File: config.mk
export PLATFORM = sky130hd
export DESIGN_NAME = xor_float_word_encoder
export DESIGN_NICKNAME = d
export VERILOG_FILES = /design/src/sv/xfwe_pkg.sv /design/src/sv/xor_float_word_encoder.sv
export VERILOG_INCLUDE_DIRS = /design/src /design/src/sv
export SDC_FILE = /design/constraint.sdc
export NUM_CORES = 1
export LEC_CHECK = 0
export ABC_AREA = 1
export BUFFER_PORTS_ARGS = -buffer_cell sky130_fd_sc_hd__buf_2
export CAP_MARGIN = 20
export CORE_UTILIZATION = 24
export CTS_BUF_LIST = sky130_fd_sc_hd__clkbuf_16
export DETAILED_ROUTE_END_ITERATION = 10
export PLACE_DENSITY = 0.38
export SKIP_LAST_GASP = 1
export SYNTH_ARGS = -nofsm -noshare
export SYNTH_HDL_FRONTEND = slang
export SYNTH_SLANG_ARGS = --single-unit
File: constraint.sdc
create_clock -name clock -period 11.38 [get_ports clock]
set_clock_uncertainty 0.05 [all_clocks]
set_input_delay 0.569 -clock clock [delete_from_list [all_inputs] [get_ports clock]]
set_output_delay 0.569 -clock clock [all_outputs]
set_load 0.02 [all_outputs]
File: src/sv/xor_float_word_encoder_macros.svh
// assertion macros for the xor float word encoder
// used by xor_float_word_encoder.sv, needs a clock and reset in scope
`ifndef XOR_FLOAT_WORD_ENCODER_MACROS_SVH
`define XOR_FLOAT_WORD_ENCODER_MACROS_SVH

// same-cycle implication
`define XFWE_ASSERT_NOW(label, ante, cons, msg) \
   label: assert property (@(posedge clock) disable iff (reset) (ante) |-> (cons)) \
      else $error(msg);

// next-cycle implication
`define XFWE_ASSERT_NEXT(label, ante, cons, msg) \
   label: assert property (@(posedge clock) disable iff (reset) (ante) |=> (cons)) \
      else $error(msg);

`endif

File: src/sv/xfwe_pkg.sv
// shared constants for the xor float word encoder
// no dependencies
package xfwe_pkg;

   localparam int WORD_BITS_DEFAULT = 64;

   localparam int DATA_W   = 64;
   localparam int CNT_W    = 7;
   localparam int HDR_W    = 11;
   localparam int HLEN_W   = 4;
   localparam int LZ_W     = 5;
   localparam int LZCODE_W = 3;
   localparam int CTRL_W   = 2;

   localparam logic [CTRL_W-1:0] CTRL_REUSE = 2'b00;
   localparam logic [CTRL_W-1:0] CTRL_ZERO  = 2'b01;
   localparam logic [CTRL_W-1:0] CTRL_SHORT = 2'b10;
   localparam logic [CTRL_W-1:0] CTRL_LONG  = 2'b11;

   localparam logic [HLEN_W-1:0] HLEN_FIRST = 4'd7;
   localparam logic [HLEN_W-1:0] HLEN_CTRL  = 4'd2;
   localparam logic [HLEN_W-1:0] HLEN_SHORT = 4'd9;
   localparam logic [HLEN_W-1:0] HLEN_LONG  = 4'd11;

   localparam logic [CNT_W-1:0] SHORT_MAX = 7'd16;
   localparam logic [3:0]       SHORT_MASK = 4'hf;
   localparam logic [5:0]       LONG_MASK  = 6'h3f;

   localparam logic [LZ_W-1:0] LZ_STEPS [8] = '{
      5'd0, 5'd8, 5'd12, 5'd16, 5'd18, 5'd20, 5'd22, 5'd24
   };

endpackage

File: src/sv/xor_float_word_encoder.sv
// xor float word encoder top level: input register, codeword logic, result register
// depends on xfwe_pkg and xor_float_word_encoder_macros.svh
//
// One word in, one codeword out, one word per cycle sustained while the
// output is taken: an item is held in the input register, its codeword is
// formed in a single pass (trailing-zero encode, quantised leading-zero
// compare, one barrel shift) and is held in the result register until
// taken. rsp_tvalid comes from the result register, which is loaded from
// the input register when it is free. The block state (previous word and
// window) is updated as each codeword is registered, so consecutive words
// chain without bubbles. A word sent with req_tlast high ends the block and
// the next word is coded as the first of a new block.
`include "xor_float_word_encoder_macros.svh"

module xor_float_word_encoder #(
   parameter int WORD_BITS = xfwe_pkg::WORD_BITS_DEFAULT
) (
   input  logic        clock,
   input  logic        reset,
   input  logic        req_tvalid,
   output logic        req_tready,
   input  logic [63:0] req_tdata,   // word_value
   input  logic        req_tlast,   // last_of_block
   output logic        rsp_tvalid,
   input  logic        rsp_tready,
   // header_code[10:0], header_length[14:11], payload_bits[78:15],
   // payload_length[85:79], zero[87:86]
   output logic [87:0] rsp_tdata,
   output logic        rsp_tlast    // block_end
);
   import xfwe_pkg::*;

   localparam logic [CNT_W-1:0] WB = CNT_W'(WORD_BITS);

   // input register
   logic                 in_valid_ff, in_valid_in;
   logic [WORD_BITS-1:0] in_word_ff;
   logic                 in_last_ff;

   // block state
   logic                 first_pending_ff, first_pending_in;
   logic                 window_valid_ff, window_valid_in;
   logic [LZ_W-1:0]      prev_lead_ff, prev_lead_in;
   logic [CNT_W-1:0]     prev_trail_ff, prev_trail_in;
   logic [WORD_BITS-1:0] prev_word_ff, prev_word_in;

   // result register
   logic                 out_valid_ff, out_valid_in;
   logic [HDR_W-1:0]     hcode_ff, hcode_in;
   logic [HLEN_W-1:0]    hlen_ff, hlen_in;
   logic [DATA_W-1:0]    pbits_ff, pbits_in;
   logic [CNT_W-1:0]     plen_ff, plen_in;
   logic                 last_ff;

   logic                 advance;
   logic                 out_free;

   logic [WORD_BITS-1:0] xor_word;
   logic [WORD_BITS-1:0] operand;
   logic [WORD_BITS-1:0] low_bit;
   logic                 is_zero;
   logic [CNT_W-1:0]     tz_enc;
   logic [CNT_W-1:0]     tz;
   logic [LZCODE_W-1:0]  lz_code;
   logic [LZ_W-1:0]      lz;
   logic                 reuse;
   logic [CNT_W-1:0]     shift_amt;
   logic [CNT_W-1:0]     center;
   logic [WORD_BITS-1:0] shifted;

   assign out_free   = !out_valid_ff || rsp_tready;
   assign advance    = in_valid_ff && out_free;
   assign req_tready = !in_valid_ff || out_free;

   // codeword logic
   always_comb begin
      xor_word = in_word_ff ^ prev_word_ff;
      operand  = first_pending_ff ? in_word_ff : xor_word;
      is_zero  = (operand == '0);
      low_bit  = operand & (~operand + WORD_BITS'(1));
      tz_enc   = '0;
      for (int b = 0; b < WORD_BITS; b++) begin
         if (low_bit[b]) begin
            tz_enc = tz_enc | CNT_W'(b);
         end
      end
      tz = is_zero ? WB : tz_enc;

      // quantised leading zeros: step k holds when the top LZ_STEPS[k] bits are clear
      lz_code = '0;
      for (int k = 1; k < 8; k++) begin
         if ((xor_word >> (WORD_BITS - int'(LZ_STEPS[k]))) == '0) begin
            lz_code = LZCODE_W'(k);
         end
      end
      lz = LZ_STEPS[lz_code];

      reuse = window_valid_ff && (lz == prev_lead_ff) && (tz >= prev_trail_ff);
      shift_amt = reuse ? prev_trail_ff : tz;
      center    = WB - CNT_W'(lz) - shift_amt;
      shifted   = operand >> shift_amt;

      first_pending_in = first_pending_ff;
      window_valid_in  = window_valid_ff;
      prev_lead_in     = prev_lead_ff;
      prev_trail_in    = prev_trail_ff;
      prev_word_in     = prev_word_ff;

      if (first_pending_ff) begin
         hcode_in         = HDR_W'(tz);
         hlen_in          = HLEN_FIRST;
         pbits_in         = DATA_W'(shifted);
         plen_in          = WB - tz;
         prev_trail_in    = tz;
         first_pending_in = 1'b0;
      end else if (is_zero) begin
         hcode_in = HDR_W'(CTRL_ZERO);
         hlen_in  = HLEN_CTRL;
         pbits_in = '0;
         plen_in  = '0;
      end else begin
         if (reuse) begin
            hcode_in = HDR_W'(CTRL_REUSE);
            hlen_in  = HLEN_CTRL;
         end else if (center <= SHORT_MAX) begin
            hcode_in = HDR_W'({CTRL_SHORT, lz_code, center[3:0] & SHORT_MASK});
            hlen_in  = HLEN_SHORT;
         end else begin
            hcode_in = {CTRL_LONG, lz_code, center[5:0] & LONG_MASK};
            hlen_in  = HLEN_LONG;
         end
         pbits_in        = DATA_W'(shifted);
         plen_in         = center;
         window_valid_in = 1'b1;
         prev_lead_in    = lz;
         prev_trail_in   = tz;
      end
      prev_word_in = in_word_ff;

      if (in_last_ff) begin
         first_pending_in = 1'b1;
         window_valid_in  = 1'b0;
         prev_lead_in     = '0;
         prev_trail_in    = '0;
         prev_word_in     = '0;
      end
   end

   assign in_valid_in  = req_tvalid && req_tready ? 1'b1 : (advance ? 1'b0 : in_valid_ff);
   assign out_valid_in = advance ? 1'b1 : (rsp_tready ? 1'b0 : out_valid_ff);

   always_ff @(posedge clock) begin
      if (reset) begin
         in_valid_ff      <= 1'b0;
         out_valid_ff     <= 1'b0;
         first_pending_ff <= 1'b1;
         window_valid_ff  <= 1'b0;
         prev_lead_ff     <= '0;
         prev_trail_ff    <= '0;
         prev_word_ff     <= '0;
      end else begin
         in_valid_ff  <= in_valid_in;
         out_valid_ff <= out_valid_in;
         if (advance) begin
            first_pending_ff <= first_pending_in;
            window_valid_ff  <= window_valid_in;
            prev_lead_ff     <= prev_lead_in;
            prev_trail_ff    <= prev_trail_in;
            prev_word_ff     <= prev_word_in;
         end
      end
   end

   always_ff @(posedge clock) begin
      if (req_tvalid && req_tready) begin
         in_word_ff <= req_tdata[WORD_BITS-1:0];
         in_last_ff <= req_tlast;
      end
      if (advance) begin
         hcode_ff <= hcode_in;
         hlen_ff  <= hlen_in;
         pbits_ff <= pbits_in;
         plen_ff  <= plen_in;
         last_ff  <= in_last_ff;
      end
   end

   assign rsp_tvalid = out_valid_ff;
   assign rsp_tdata  = {2'b00, plen_ff, pbits_ff, hlen_ff, hcode_ff};
   assign rsp_tlast  = last_ff;

   `XFWE_ASSERT_NOW(a_hlen_legal, rsp_tvalid,
      hlen_ff == HLEN_FIRST || hlen_ff == HLEN_CTRL || hlen_ff == HLEN_SHORT ||
      hlen_ff == HLEN_LONG, "header length outside the legal set")
   `XFWE_ASSERT_NOW(a_plen_range, rsp_tvalid, plen_ff <= WB,
      "payload length above word width")
   `XFWE_ASSERT_NOW(a_zero_empty, rsp_tvalid && hlen_ff == HLEN_CTRL &&
      hcode_ff == HDR_W'(CTRL_ZERO), plen_ff == '0, "zero xor word carries payload")
   `XFWE_ASSERT_NEXT(a_block_restart, advance && in_last_ff,
      first_pending_ff && !window_valid_ff, "block end did not restart state")

endmodule
* After elaboration in Yosys (flattened, before gate mapping)
Memories as Yosys holds them, arrays and structs flattened. Cells that the tools add are included.
Storage, ports and cells: logic and storage cells 181, input bits 69, bits in read-only memories 40, register bits after elaboration 232, output and inout port bits 91, memories 1
Operators by class: reduce and logical (&&, ||, !) cells 21, shifts and indexed selects 1, bitwise logic cells 4, multiplexer cells 128, add/sub/neg operators 4, order comparisons 3, equality and inequality tests 4
Memories:
- (name not given) | words 8, width 5, rd ports 1, clocked after Yosys merged registers in 0, wr ports 0, RTL line xor_float_word_encoder.sv:96 | lz = LZ_STEPS[lz_code];
Operators with widths (number):
- zero test 64 bit | 8
- two-way mux 64 bit | 7
- two-way mux 6 bit | 32
- two-way mux 5 bit | 24
- two-way mux 11 bit | 9
- two-way mux 7 bit | 12
- adder 64 x 1 -> 64 bit (second input constant) | 1
- AND 64 bit | 1
- two-way mux 4 bit | 16
- inverter 64 bit | 1
- >> shifter 64 x 7 -> 64 bit | 1
- bitwise XOR 64 bit | 1
- two-way mux 3 bit | 8
- two-way mux 1 bit | 15
- two-way mux 2 bit | 5
- >= comparator 7 bit | 1
- <= comparator 7 x 5 -> 1 bit (second input constant) | 1
- subtractor 7 x 5 -> 7 bit (first input constant) | 1
- subtractor 7 bit | 1
- subtractor 7 bit (first input constant) | 1
- inequality test 3 bit (second input constant) | 2
- nonzero test 2 bit | 3
- equality test 5 bit | 1
- >= comparator 4 bit (second input constant) | 1
- 7 further kinds | 12

* Depth between registers and ports, before layout
depth in word-level cells 84, mapped depth 51, depth with buffers taken out 48

* Worst setup path before layout
OpenSTA, ideal clock, no wires.
path kind reg2reg, start point register first_pending_ff, end point register hcode_ff[5], data pin, library setup time 0.259 ns, buffers on the path 5, clock period less this slack 6.094 ns, stages on the path, launching flop included 48, path slack 5.286 ns, required time 11.071 ns, arrival 5.785 ns, path through dfxtp_1 -> inv_2 -> buf_6 -> buf_6 -> buf_4 -> nand3_1 -> nand2_1 -> nand4_1 -> nor2_1 -> nand2_1 -> nor2_4 -> nand2_1 -> nand2_1 -> nor3_1 -> nand3_1 -> nor3_1 -> inv_1 -> ha_1 -> [12 not listed] -> o21ai_1 -> inv_2 -> clkbuf_1 -> ha_1 -> ha_1 -> a21oi_1 -> and2_1 -> inv_1 -> a21oi_1 -> nor2_1 -> nor2_1 -> inv_1 -> nand2_1 -> nand2_1 -> nand3_1 -> inv_1 -> nand2_1 -> o21ai_1
On the way: cells in the longest elaborated chain, start to end 83, elaborated cells on any way between the ends 84, classes of those cells 2 x add/sub; 2 x order compare; 76 x mux; 2 x bitwise; 2 x reduce/logical
Ends and longest elaborated chain:
- start: declaration | RTL line xor_float_word_encoder.sv:41 | logic first_pending_ff, first_pending_in;
- start signal: assignment | RTL line xor_float_word_encoder.sv:165 | first_pending_ff <= first_pending_in;
- two-way mux 64 bit | RTL line xor_float_word_encoder.sv:78 | operand = first_pending_ff ? in_word_ff : xor_word;
- inverter 64 bit | RTL line xor_float_word_encoder.sv:80 | low_bit = operand & (~operand + WORD_BITS'(1));
- adder 64 x 1 -> 64 bit | RTL line xor_float_word_encoder.sv:80
- AND 64 bit | RTL line xor_float_word_encoder.sv:80
- two-way mux 1 bit | RTL line xor_float_word_encoder.sv:83 | if (low_bit[b]) begin
- two-way mux 2 bit (2 in series) | RTL line xor_float_word_encoder.sv:83
- two-way mux 3 bit (4 in series) | RTL line xor_float_word_encoder.sv:83
- two-way mux 4 bit (8 in series) | RTL line xor_float_word_encoder.sv:83
- [57 not listed]
- two-way mux 11 bit | RTL line xor_float_word_encoder.sv:109 | if (first_pending_ff) begin
- two-way mux 11 bit | RTL line xor_float_word_encoder.sv:122 | if (reuse) begin
- two-way mux 11 bit | RTL line xor_float_word_encoder.sv:116 | end else if (is_zero) begin
- two-way mux 11 bit | RTL line xor_float_word_encoder.sv:109
- two-way mux 11 bit | RTL line xor_float_word_encoder.sv:116
- two-way mux 11 bit | RTL line xor_float_word_encoder.sv:109
- two-way mux 7 bit (*) | RTL line xor_float_word_encoder.sv:109
- named net hcode_in[5] | RTL line xor_float_word_encoder.sv:49 | logic [HDR_W-1:0] hcode_ff, hcode_in;
- end signal: assignment | RTL line xor_float_word_encoder.sv:180 | hcode_ff <= hcode_in;
- end: declaration | RTL line xor_float_word_encoder.sv:49
The timed path passes the listed nets; every way through them passes the cells marked *. The select of a mux whose other input is x is not followed. A chain may end at the register's enable or synchronous reset.

* Final worst setup path
Same ends and word-level chain as after synthesis.

==> out/metrics.yaml <==
outcome: "completed"
yosys_warnings: 0
postSynth.asyncResetShare_pct: 0
core_area_um2: 66100
whs_ps: 110.4
crit_fanout: 66
final.setup.worst_slack_ps: 2956
ys_types: 55
drive_gt1_share_pct: 10.73
slew-limit-headroom_pct: 28.79
worst_pin_slew_ps: 1064
synth_cells: 2369
die_area_um2: 68210
worst_setup_path_end_kind: "flop"
cts_tree: "built"
critPathSlowestCell: "buf_4"
fmax_ghz: 0.1187
period_needed_ps: 8424
p_per_area_nw_per_um2: 136.6
fin_crit_sh_pct: 74.03
path_common_cell: "nand2_1"
dr_total_vias: 16880
firstDrtPassIters: 8
drtIter0Drc: 1532
finalSetupViolCount: 0
setup_tns_ps: 0
rsz0062_at_grt: "no"
ant_nets: 0
ys_seq_elements: 230
cts_setup_buffers: 0
design_area_um2: 18520
clock_latency_ps: 580
drc: 0
place_hpwl_mm: 52.98
avgSynthCellArea_um2: 6.805
final_hold_viol_count: 0
antenna_found_initial: 0
worst_setup_path_start_kind: "flop"
wl_mm: 69.38
portBuffers: 157
place_inst: 3292
crit_type: "flop to flop"
cts_hold_buf: 0
maxSlewViolCount: 0
cellLeakagePower_uw: 0.007993
start_util_pct: 24.39
synth_top_area_share_pct: 28.13
cts.sinks: 230
yosysTopAreaCell: "edfxtp_1"
cts_resized: 0
fp.dieH_um: 261.2
syn_area_um2: 16120
required_ps: 11660
ctsHtreeMaxLevel: 1
critPathTopFamily: "simple AND/OR/NAND/NOR gates"
overflow: 0
ir_worst_vdd_mv: 0.1067
yosys_most_used_dff: "edfxtp_1"
fillers: 7354
yosysSeqAreaShare_pct: 37.94
clock_path_buffers: 3
maxCapViolCount: 0
vias_per_cell: 5.047
clockRootBuffer: "clkbuf_16"
path_clk_slew_ps: 60
cts_made_buffers: 29
worst_hold_path_type: "input port to flop"
syn_to_final_growth_pct: 14.91
grt_max_degree: 75
grt_pass1_wl_mm: 103.8
ios: 160
dp_slack_ps: 2999
slowest_delay_ps: 620
nets: 2547
cp_data_arrival_time_ps: 8700
synth_area_leaders: "edfxtp_1 (28%), nand3_1 (21%), nand2_1 (15%), dfxtp_1 (9.8%), inv_1 (4.8%)"
drt-wirelength-per-cell_um: 20.75
synth_edf_count: 151
placed_area_um2: 17610
gp_congestion: 0.9133
die_w_um: 261.2
diodes: 0
final_cell_count_no_fill: 3344
rows: 94
grt_use_total_pct: 20.06
cp.buffers_inverters: 7
grt_pass1_vias: 16310
## registers in the layout, indices dropped and copies added (netlist names), 4 cells and up
register / cells
hcode_ff: 10
hlen_ff: 4
prev_trail_ff: 7
prev_word_ff: 64
in_word_ff: 64
pbits_ff: 64
prev_lead_ff: 4
plen_ff: 7
## cell type report
cell class	count	area (um^2)	share of cell area (%)
Inverter	208	784.5	4.235
Sequential cell	230	6117	33.02
Clock inverter	23	183.9	0.9929
Clock buffer	29	725.7	3.918
Timing Repair Buffer	178	955.9	5.160
Tap cell	864	1081	5.836
Multi-Input combinational cell	1812	8676	46.84
## through the flow
| stage | power [uW] | utilization [%] |
|---|---|---|
| floorplan | 1416 | - |
| global placement | 1646 | 26.65 |
| detailed placement | 1644 | 26.65 |
| CTS | 2570 | 28.02 |
| global route | 2666 | 28.02 |
| finish | 2531 | 28.02 |
## synth_stat cells, types with 3 or more instances
| cell type | instances |
|---|---|
| nand3_1 | 682 |
| nand2_1 | 634 |
| inv_1 | 204 |
| nor2_1 | 159 |
| edfxtp_1 | 151 |
| dfxtp_1 | 79 |
| o21ai_0 | 64 |
| buf_2 | 49 |
| clkbuf_1 | 42 |
| nand4_1 | 40 |
| nor3_1 | 34 |
| o22ai_1 | 29 |
| a21oi_1 | 25 |
| ha_1 | 18 |
| xnor2_1 | 14 |
| nor2_2 | 13 |
| buf_4 | 12 |
| buf_1 | 11 |
| nor4_1 | 10 |
| nand2_2 | 8 |
| o21ai_1 | 8 |
| xor2_1 | 8 |
| nand3b_1 | 7 |
| or2_2 | 7 |
| a32o_1 | 6 |
| buf_6 | 6 |
| a21boi_0 | 4 |
| and2_1 | 4 |
| inv_2 | 4 |
| nor2_4 | 3 |
| o21a_1 | 3 |
## cells in the final DEF (no fill, tap or decap), drive strengths merged, types with 3 or more instances in the layout
| cell type | Yosys | routed |
|---|---|---|
| a21boi | 5 | 5 |
| a21oi | 26 | 26 |
| a32o | 6 | 6 |
| and2 | 4 | 4 |
| buf | 78 | 178 |
| bufinv | 0 | 3 |
| clkbuf | 42 | 29 |
| clkinv | 0 | 13 |
| clkinvlp | 0 | 3 |
| dfxtp | 79 | 79 |
| edfxtp | 151 | 151 |
| ha | 18 | 18 |
| inv | 208 | 212 |
| nand2 | 643 | 643 |
| nand3 | 682 | 682 |
| nand3b | 7 | 7 |
| nand4 | 40 | 40 |
| nor2 | 175 | 175 |
| nor3 | 36 | 36 |
| nor4 | 10 | 10 |
| o21a | 3 | 3 |
| o21ai | 74 | 74 |
| o22ai | 29 | 29 |
| or2 | 10 | 10 |
| xnor2 | 14 | 14 |
| xor2 | 8 | 8 |
## metal layers
metal	routed length (um)	track usage, %
met4	1729	5.120
met2	33280	34.19
met1	30880	26.59
met5	0	0
met3	3485	2.613
## worst paths after layout
check | startpoint | end | slack [ps] | depth (start not counted)
min | req_tdata[61] | in_word_ff[61] | 110 | 1
min reg2reg | prev_trail_ff[2] | prev_trail_ff[2] | 420 | 2
max | first_pending_ff | hcode_ff[5] | 2960 | 45
max reg2reg | first_pending_ff | hcode_ff[5] | 2960 | 45
## cell families after synthesis
logic type / count (synthesis) / share of synthesized area, %
AOI/OAI and AO/OA: 157 / 5.783
adders and majority gates: 19 / 1.521
buffers and inverters: 328 / 8.576
other: 1 / 0.02326
and+or+nand+nor: 1612 / 44.96
xor gates and xnor gates: 22 / 1.195
DFF: 230 / 37.94
## power by group
group | switching [uW] | total [uW] | internal (uW)
clock network | 380 | 905 | 525
logic | 475 | 644 | 169
registers | 22.4 | 982 | 960
No activity file was read; power rests on OpenSTA's default activity.
